## src/design/rtcm3_frame_sync_crc_check_macros.svh

```systemverilog
// Assertion macros for the RTCM 3 frame sync block.
// Expects clk_i and rst_ni in the scope where the macros are used.
`ifndef RTCM3_FRAME_SYNC_CRC_CHECK_MACROS_SVH
`define RTCM3_FRAME_SYNC_CRC_CHECK_MACROS_SVH

// Plain property, sampled on the rising clock, off during reset.
`define RTCM3_FSC_ASSERT(lbl, prop, msg) \
  lbl: assert property (@(posedge clk_i) disable iff (!rst_ni) prop) else $error(msg);

// Same-cycle implication.
`define RTCM3_FSC_ASSERT_IMP(lbl, ante, cons, msg) \
  `RTCM3_FSC_ASSERT(lbl, (ante) |-> (cons), msg)

// Next-cycle implication.
`define RTCM3_FSC_ASSERT_NXT(lbl, ante, cons, msg) \
  `RTCM3_FSC_ASSERT(lbl, (ante) |=> (cons), msg)

`endif

```

## src/design/rtcm3_fsc_pkg.sv

```systemverilog
// Shared types and constants for the RTCM 3 frame sync / CRC-24Q checker.
// No dependencies.
`timescale 1ns / 1ps

package rtcm3_fsc_pkg;

  localparam int unsigned CrcW    = 24;
  localparam int unsigned ByteW   = 8;
  localparam int unsigned LenW    = 10;
  localparam int unsigned CntW    = 11;
  localparam int unsigned TypeW   = 12;

  localparam logic [ByteW-1:0] Preamble = 8'hD3;
  // CRC-24Q polynomial without the x^24 term
  localparam logic [CrcW-1:0]  CrcPoly  = 24'h864CFB;
  // shortest payload the header may announce is one more than this
  localparam logic [LenW-1:0]  MinLen   = 10'd4;
  // three CRC bytes follow the payload
  localparam logic [CntW-1:0]  CrcBytes = 11'd3;

  typedef enum logic [3:0] {
    PH_HUNT = 4'b0001,
    PH_HDR1 = 4'b0010,
    PH_HDR2 = 4'b0100,
    PH_BODY = 4'b1000
  } phase_e;

  typedef struct packed {
    logic             frame_valid;
    logic             crc_fail;
    logic [TypeW-1:0] message_type;
    logic [LenW-1:0]  payload_length;
  } fsc_result_t;

endpackage

```

## src/design/rtcm3_frame_sync_crc_check.sv

```systemverilog
// RTCM 3 frame synchronizer with CRC-24Q check, top level.
// Uses rtcm3_fsc_pkg, rtcm3_fsc_fsm and the assertion macro header.
//
// Usage:
//  - Slave stream carries one received byte per item on s_axis_tdata_i.
//  - The block hunts for preamble 0xD3, checks the two header bytes
//    (6 reserved bits zero, 10-bit length > 4), runs CRC-24Q over preamble,
//    header and payload, then compares with the three trailing CRC bytes.
//  - Every input item yields exactly one output item. tuser flags a good
//    frame (bit 0) or a CRC error (bit 1) on the last CRC byte; all other
//    items come out all zero. tdata carries message type and length of a
//    good frame.
//  - Throughput: one item per cycle unless the master stalls. Two stages:
//    an accepted byte goes to the input register, its result to the result
//    register that drives the master side, with the hunt/CRC FSM and one
//    byte-wide CRC update in between.
//  - Master stall: the result register holds; the input register still
//    takes one more item, after which s_axis_tready_o drops until the
//    result is taken.
//  - Reset (rst_ni low, async) empties both stages and returns to hunting.
`timescale 1ns / 1ps

`include "rtcm3_frame_sync_crc_check_macros.svh"

module rtcm3_frame_sync_crc_check import rtcm3_fsc_pkg::*; (
  input  logic        clk_i,
  input  logic        rst_ni,
  // byte stream in
  input  logic        s_axis_tvalid_i,
  output logic        s_axis_tready_o,
  input  logic [7:0]  s_axis_tdata_i,   // [7:0] rx_byte
  // results out
  output logic        m_axis_tvalid_o,
  input  logic        m_axis_tready_i,
  output logic [23:0] m_axis_tdata_o,   // [11:0] message_type, [21:12] payload_length,
                                        // [23:22] zero
  output logic [1:0]  m_axis_tuser_o    // [0] frame_valid, [1] crc_fail
);

  logic             in_valid_q;
  logic [ByteW-1:0] in_byte_q;
  logic             out_valid_q;
  fsc_result_t      out_res_q;
  fsc_result_t      fsm_res;
  logic             adv;
  logic             step;

  // result stage can move when empty or being drained
  assign adv             = !out_valid_q || m_axis_tready_i;
  assign s_axis_tready_o = !in_valid_q || adv;
  assign step            = adv && in_valid_q;

  always_ff @(posedge clk_i or negedge rst_ni) begin
    if (!rst_ni) begin
      in_valid_q <= 1'b0;
    end else if (s_axis_tready_o) begin
      in_valid_q <= s_axis_tvalid_i;
    end
  end

  always_ff @(posedge clk_i) begin
    if (s_axis_tready_o && s_axis_tvalid_i) begin
      in_byte_q <= s_axis_tdata_i;
    end
  end

  rtcm3_fsc_fsm u_fsm (
    .clk_i  (clk_i),
    .rst_ni (rst_ni),
    .step_i (step),
    .byte_i (in_byte_q),
    .res_o  (fsm_res)
  );

  always_ff @(posedge clk_i or negedge rst_ni) begin
    if (!rst_ni) begin
      out_valid_q <= 1'b0;
    end else if (adv) begin
      out_valid_q <= in_valid_q;
    end
  end

  always_ff @(posedge clk_i) begin
    if (step) begin
      out_res_q <= fsm_res;
    end
  end

  assign m_axis_tvalid_o = out_valid_q;
  assign m_axis_tdata_o  = {2'b00, out_res_q.payload_length, out_res_q.message_type};
  assign m_axis_tuser_o  = {out_res_q.crc_fail, out_res_q.frame_valid};

  // ---------------------------------------------------------------------
  // Assertions
  // ---------------------------------------------------------------------
  `RTCM3_FSC_ASSERT_NXT(a_stage_moves, step, out_valid_q, "item lost between stages")
  `RTCM3_FSC_ASSERT_IMP(a_ready_on_drain, adv, s_axis_tready_o, "input stalled while result drains")
  `RTCM3_FSC_ASSERT(a_flags_excl, !(out_valid_q && out_res_q.frame_valid && out_res_q.crc_fail), "both result flags set")
  `RTCM3_FSC_ASSERT_IMP(a_len_ok, out_valid_q && out_res_q.frame_valid, out_res_q.payload_length > MinLen, "good frame with short length")
  `RTCM3_FSC_ASSERT_IMP(a_zero_data, out_valid_q && !out_res_q.frame_valid, m_axis_tdata_o == '0, "data set without good frame")

endmodule

```

## src/design/rtcm3_fsc_crc.sv

```systemverilog
// Byte-wide CRC-24Q update (MSB first, no reflection).
// Uses rtcm3_fsc_pkg.
`timescale 1ns / 1ps

module rtcm3_fsc_crc import rtcm3_fsc_pkg::*; (
  input  logic [CrcW-1:0]  crc_i,
  input  logic [ByteW-1:0] byte_i,
  output logic [CrcW-1:0]  crc_o
);

  always_comb begin
    logic [CrcW-1:0] c;
    logic            msb;
    c = crc_i ^ {byte_i, {(CrcW-ByteW){1'b0}}};
    for (int i = 0; i < ByteW; i++) begin
      msb = c[CrcW-1];
      c   = {c[CrcW-2:0], 1'b0};
      if (msb) begin
        c = c ^ CrcPoly;
      end
    end
    crc_o = c;
  end

endmodule

```

## src/design/rtcm3_fsc_fsm.sv

```systemverilog
// Frame hunt / header check / payload and CRC tracking state machine.
// Uses rtcm3_fsc_pkg and rtcm3_fsc_crc.
`timescale 1ns / 1ps

module rtcm3_fsc_fsm import rtcm3_fsc_pkg::*; (
  input  logic              clk_i,
  input  logic              rst_ni,
  input  logic              step_i,
  input  logic [ByteW-1:0]  byte_i,
  output fsc_result_t       res_o
);

  phase_e           phase_q, phase_d;
  logic [LenW-1:0]  flen_q, flen_d;
  logic [CntW-1:0]  cnt_q, cnt_d;
  logic [CrcW-1:0]  crc_q, crc_d;
  logic [CrcW-1:0]  rcv_q, rcv_d;
  logic [TypeW-1:0] type_q, type_d;

  logic [CrcW-1:0]  crc_in;
  logic [CrcW-1:0]  crc_upd;
  logic [LenW-1:0]  hdr_len;
  logic [CntW-1:0]  cnt_inc;
  logic [CntW-1:0]  frame_end;

  // new frame starts the CRC from zero
  assign crc_in = (phase_q == PH_HUNT) ? '0 : crc_q;

  rtcm3_fsc_crc u_crc (
    .crc_i  (crc_in),
    .byte_i (byte_i),
    .crc_o  (crc_upd)
  );

  assign hdr_len   = {flen_q[1:0], byte_i};
  assign cnt_inc   = cnt_q + 11'd1;
  assign frame_end = {1'b0, flen_q} + CrcBytes;

  always_comb begin
    phase_d = phase_q;
    flen_d  = flen_q;
    cnt_d   = cnt_q;
    crc_d   = crc_q;
    rcv_d   = rcv_q;
    type_d  = type_q;
    res_o   = '0;
    case (phase_q)
      PH_HUNT: begin
        if (byte_i == Preamble) begin
          crc_d   = crc_upd;
          cnt_d   = '0;
          rcv_d   = '0;
          type_d  = '0;
          flen_d  = '0;
          phase_d = PH_HDR1;
        end
      end
      PH_HDR1: begin
        crc_d   = crc_upd;
        flen_d  = {{(LenW-ByteW){1'b0}}, byte_i};
        phase_d = PH_HDR2;
      end
      PH_HDR2: begin
        crc_d   = crc_upd;
        flen_d  = hdr_len;
        cnt_d   = '0;
        // reserved bits set or payload too short: back to hunting
        if ((flen_q[7:2] != '0) || (hdr_len <= MinLen)) begin
          phase_d = PH_HUNT;
        end else begin
          phase_d = PH_BODY;
        end
      end
      PH_BODY: begin
        if (cnt_q < {1'b0, flen_q}) begin
          crc_d = crc_upd;
          if (cnt_q == '0) begin
            type_d = {byte_i, 4'h0};
          end else if (cnt_q == 11'd1) begin
            type_d = {type_q[TypeW-1:4], byte_i[7:4]};
          end
        end else begin
          rcv_d = {rcv_q[CrcW-ByteW-1:0], byte_i};
        end
        cnt_d = cnt_inc;
        if (cnt_inc >= frame_end) begin
          if (crc_d == rcv_d) begin
            res_o.frame_valid    = 1'b1;
            res_o.message_type   = type_d;
            res_o.payload_length = flen_q;
          end else begin
            res_o.crc_fail = 1'b1;
          end
          phase_d = PH_HUNT;
          cnt_d   = '0;
        end
      end
      default: begin
        phase_d = PH_HUNT;
      end
    endcase
  end

  always_ff @(posedge clk_i or negedge rst_ni) begin
    if (!rst_ni) begin
      phase_q <= PH_HUNT;
      flen_q  <= '0;
      cnt_q   <= '0;
      crc_q   <= '0;
      rcv_q   <= '0;
      type_q  <= '0;
    end else if (step_i) begin
      phase_q <= phase_d;
      flen_q  <= flen_d;
      cnt_q   <= cnt_d;
      crc_q   <= crc_d;
      rcv_q   <= rcv_d;
      type_q  <= type_d;
    end
  end

endmodule
```

## config.mk

```make
export PLATFORM = sky130hd
export DESIGN_NAME = rtcm3_frame_sync_crc_check
export DESIGN_NICKNAME = d
export VERILOG_FILES = /design/src/design/rtcm3_fsc_pkg.sv /design/src/design/rtcm3_frame_sync_crc_check.sv /design/src/design/rtcm3_fsc_crc.sv /design/src/design/rtcm3_fsc_fsm.sv
export VERILOG_INCLUDE_DIRS = /design/src /design/src/design
export SDC_FILE = /design/constraint.sdc
export NUM_CORES = 1
export LEC_CHECK = 0
export BUFFER_PORTS_ARGS = -buffer_cell sky130_fd_sc_hd__buf_2
export CAP_MARGIN = 5
export CORE_ASPECT_RATIO = 1.4
export CORE_MARGIN = 3
export CORE_UTILIZATION = 35
export CTS_BUF_LIST = sky130_fd_sc_hd__clkbuf_4 sky130_fd_sc_hd__clkbuf_8
export DETAILED_ROUTE_END_ITERATION = 12
export MAX_ROUTING_LAYER = met4
export PLACE_DENSITY = 0.62
export SYNTH_ARGS = -nofsm -noshare
export SYNTH_HDL_FRONTEND = slang
export SYNTH_SLANG_ARGS = --single-unit
export TNS_END_PERCENT = 1
```

## constraint.sdc

```tcl
create_clock -name clk_i -period 4.11 [get_ports clk_i]
set_input_delay 0.411 -clock clk_i [delete_from_list [all_inputs] [get_ports clk_i]]
set_output_delay 0.411 -clock clk_i [all_outputs]
set_load 0.005 [all_outputs]
```

==> metrics <==
outcome completed; worst hold slack 0.03977 ns; CP cell instances or4b_1, buf_4, nand2_4, xor2_4, buf_4, buf_4, xnor2_1, xnor3_2, xor2_1, nor3_1, a211oi_1, or4_4, nor4_4, buf_12, and3_1; wire per inst 17.84 um; pre-CTS WS 0.002834 ns; pin count of the biggest net entering global routing 65; Arr. time, crit path 4.35 ns; clock-pin slew on the worst setup and hold paths 0.08 ns; asr flop ratio synth 73.11%; die height 177.5 um; Placed Cells 1006; Post-Synthesis Cells 686; NumNets Final 814; Global Route Usage Sum 17.58%; Reg area 3139 um2; Final Cycle Share 98.28%; Num CTS Buffers 17; gp weighted congestion 0.9128; GRT overflow 0; sequential fraction of the synthesis area 42.67%; CP peak stage delay 0.53 ns; number of enable flip-flop cells after synthesis 32; Top-Level Pins 40; IO Port Bufs 37; RSZ-0062 raised after global routing yes; CP Class register to register; htree depth 4; synthesized area 7357 um2; Fillers 1923; Die Area 22820 um2; vias per inst 5.182; commonest non-fill, non-tap cell in the layout dfrtp_1; antenna cells 0; post-synthesis cell type count 60; Worst R2R Path Depth 15; number of remaining DRC errors 0; share of layout cells above drive strength 1 22.41%; Hold Buf Count CTS 0; TNS Setup 0 ns; Worst-Margin Slew 1.060 ns; Starting Density 35.79%; post-route ant nets 0; Finish-stage setup viols 0; routed via count 5420; CP Data Required Time 4.42 ns; first-pass GRT wire length 30160 um; multi-input logic area 4085 um2; Core Region 20560 um2; Worst path slowest cell xnor3_2; Hold Crit Class input port to asynchronous set/reset pin; worst skew pair latency 0.44 ns; antenna violations before repair 0; Max Slew Vio Count 0; First-pass DRT Iterations 4; Synth Register Bits 119; most numerous cell on the critical path buf_4; top_reg_cell synth dfrtp_1; Layout Cells excl Fill 1046; min cycle time layout 4.039 ns; Final Hold Vio Count 0; Final Skew 0.01674 ns; Initial DRC Count 316; TritonCTS clock tree built; vias in the first global route 5606; crit path capture type register; PnR worst setup slack 0.07075 ns; Layout area overhead 18.30%; commonest non-fill, non-tap cells in the layout dfrtp_1 (86), nand2_1 (73), buf_4 (63); slew margin rel. 29.31%; Root Buffer clkbuf_8; Syn Area/Cell 10.72 um2; worst-path maximum fanout 23; max-cap violations 0; Setup crit start kind register; DIE WIDTH 128.5 um; DRT Wirelength 18660 um; num rows 62; Peak Freq 0.2476 GHz; clk buf depth 2; clk sinks 119; number of synthesis warnings 0; post-DP HPWL 13940 um
## metal layers
layer	up-vias	global-route usage (%)	routed length (um)
li1	2585	-	-
met1	2688	19.52	7492
met2	108	30.87	9882
met3	39	2.921	542
met4	0	7.662	744
met5	-	-	0
## flip-flops by register name, summed over array words and instances, names as in the netlist
name,count
m_axis_tuser_o,2
u_fsm.phase_q,4
in_byte_q,8
m_axis_tvalid_o,1
u_fsm.cnt_q,11
u_fsm.rcv_q,24
u_fsm.type_q,12
in_valid_q,1
u_fsm.crc_q,24
m_axis_tdata_o,22
u_fsm.flen_q,10
## logic make-up (layout without fill, tap and decap cells)
group	count (synthesis)	in the layout	share of synthesized area (%)
buffers and inverters	46	149	2.653
other	1	2	0.05097
multiplexers	25	25	3.639
flip-flops	119	119	42.67
adder cells (fa/ha/maj)	25	25	4.252
AO/OA/AOI/OAI	115	115	11.16
XOR/XNOR	135	135	20.03
AND/OR/NAND/NOR	220	220	15.54
## Yosys cell counts (2+ instances only)
master | n | share of area, %
or3_1 | 6 | 0.51
dfrtp_1 | 86 | 29
buf_4 | 4 | 0.41
nand2_4 | 2 | 0.31
nand4_1 | 2 | 0.17
and2_1 | 11 | 0.94
nor4b_1 | 3 | 0.36
o22ai_1 | 2 | 0.17
o211ai_1 | 3 | 0.31
xor2_2 | 3 | 0.66
nand2b_1 | 12 | 1.0
inv_1 | 17 | 0.87
xnor3_1 | 7 | 2.1
a21o_1 | 6 | 0.61
nor4_1 | 8 | 0.68
or4_1 | 2 | 0.20
clkbuf_1 | 24 | 1.2
a21oi_1 | 21 | 1.4
mux2_2 | 13 | 2.0
nand3_1 | 20 | 1.4
nor2_1 | 31 | 1.6
o21a_1 | 2 | 0.20
nor3b_1 | 2 | 0.20
xnor2_2 | 3 | 0.66
nor2b_1 | 15 | 1.3
xor2_1 | 54 | 6.4
and3_1 | 10 | 0.85
xor2_4 | 5 | 1.9
nand2_1 | 74 | 3.8
a32o_1 | 2 | 0.27
a211oi_1 | 2 | 0.20
ha_1 | 25 | 4.3
nand3b_1 | 5 | 0.51
xnor2_1 | 60 | 7.1
xnor2_4 | 3 | 1.1
a22o_1 | 46 | 5.5
o21ai_1 | 3 | 0.20
or2_2 | 2 | 0.17
o21ai_0 | 20 | 1.4
mux2i_1 | 11 | 1.5
nor3_1 | 8 | 0.54
edfxtp_1 | 32 | 13
o2111ai_1 | 2 | 0.24
## worst paths after layout
check / startpoint / to / slack (ns)
setup / recovery: u_fsm.phase_q[0] / m_axis_tdata_o[2] / 0.07
hold / removal: rst_ni / u_fsm.rcv_q[3] / 0.04
setup reg to reg: u_fsm.phase_q[0] / m_axis_tdata_o[2] / 0.07
hold reg to reg: u_fsm.type_q[11] / u_fsm.type_q[11] / 0.51
max in group asynchronous: rst_ni / u_fsm.phase_q[0] / 3.11
min in group clk_i: s_axis_tdata_i[3] / in_byte_q[3] / 0.15
## critical path, delay by kind of cell (launching register included)
family,cells,cell delay (ns)
buf+inv,4,0.69
simple gates,6,1.55
flops,1,0.52
xor+xnor,4,1.08
compound gates,1,0.09
## stage by stage
| step | cell area [um2] | utilization (%) |
|---|---|---|
| CTS | 8620 | 41.93 |
| finish | 8703 | 42.34 |
| global placement | 8168 | 39.73 |
| floorplan | 7362 | - |
| detailed placement | 8168 | 39.73 |
| global route | 8703 | 42.34 |
## what timing repair did
action                     4_1_cts  5_1_grt
buffers inserted                 4        4
resized for setup                0        8
pin swaps                        0        1
setup endpoints to repair        7       23
## area by class of cell
type                            count  share of cell area (%)
Clock buffer                       19                   2.861
Inverter                           17                  0.7332
Clock inverter                     13                   1.984
Sequential cell                   119                   36.07
Tap cell                          256                   3.680
Timing Repair Buffer              100                   7.734
Multi-Input combinational cell    522                   46.94
Power is left out: the tool's default activity adds up to more than one toggle a clock period on the data nets, which glitch-free logic cannot reach.
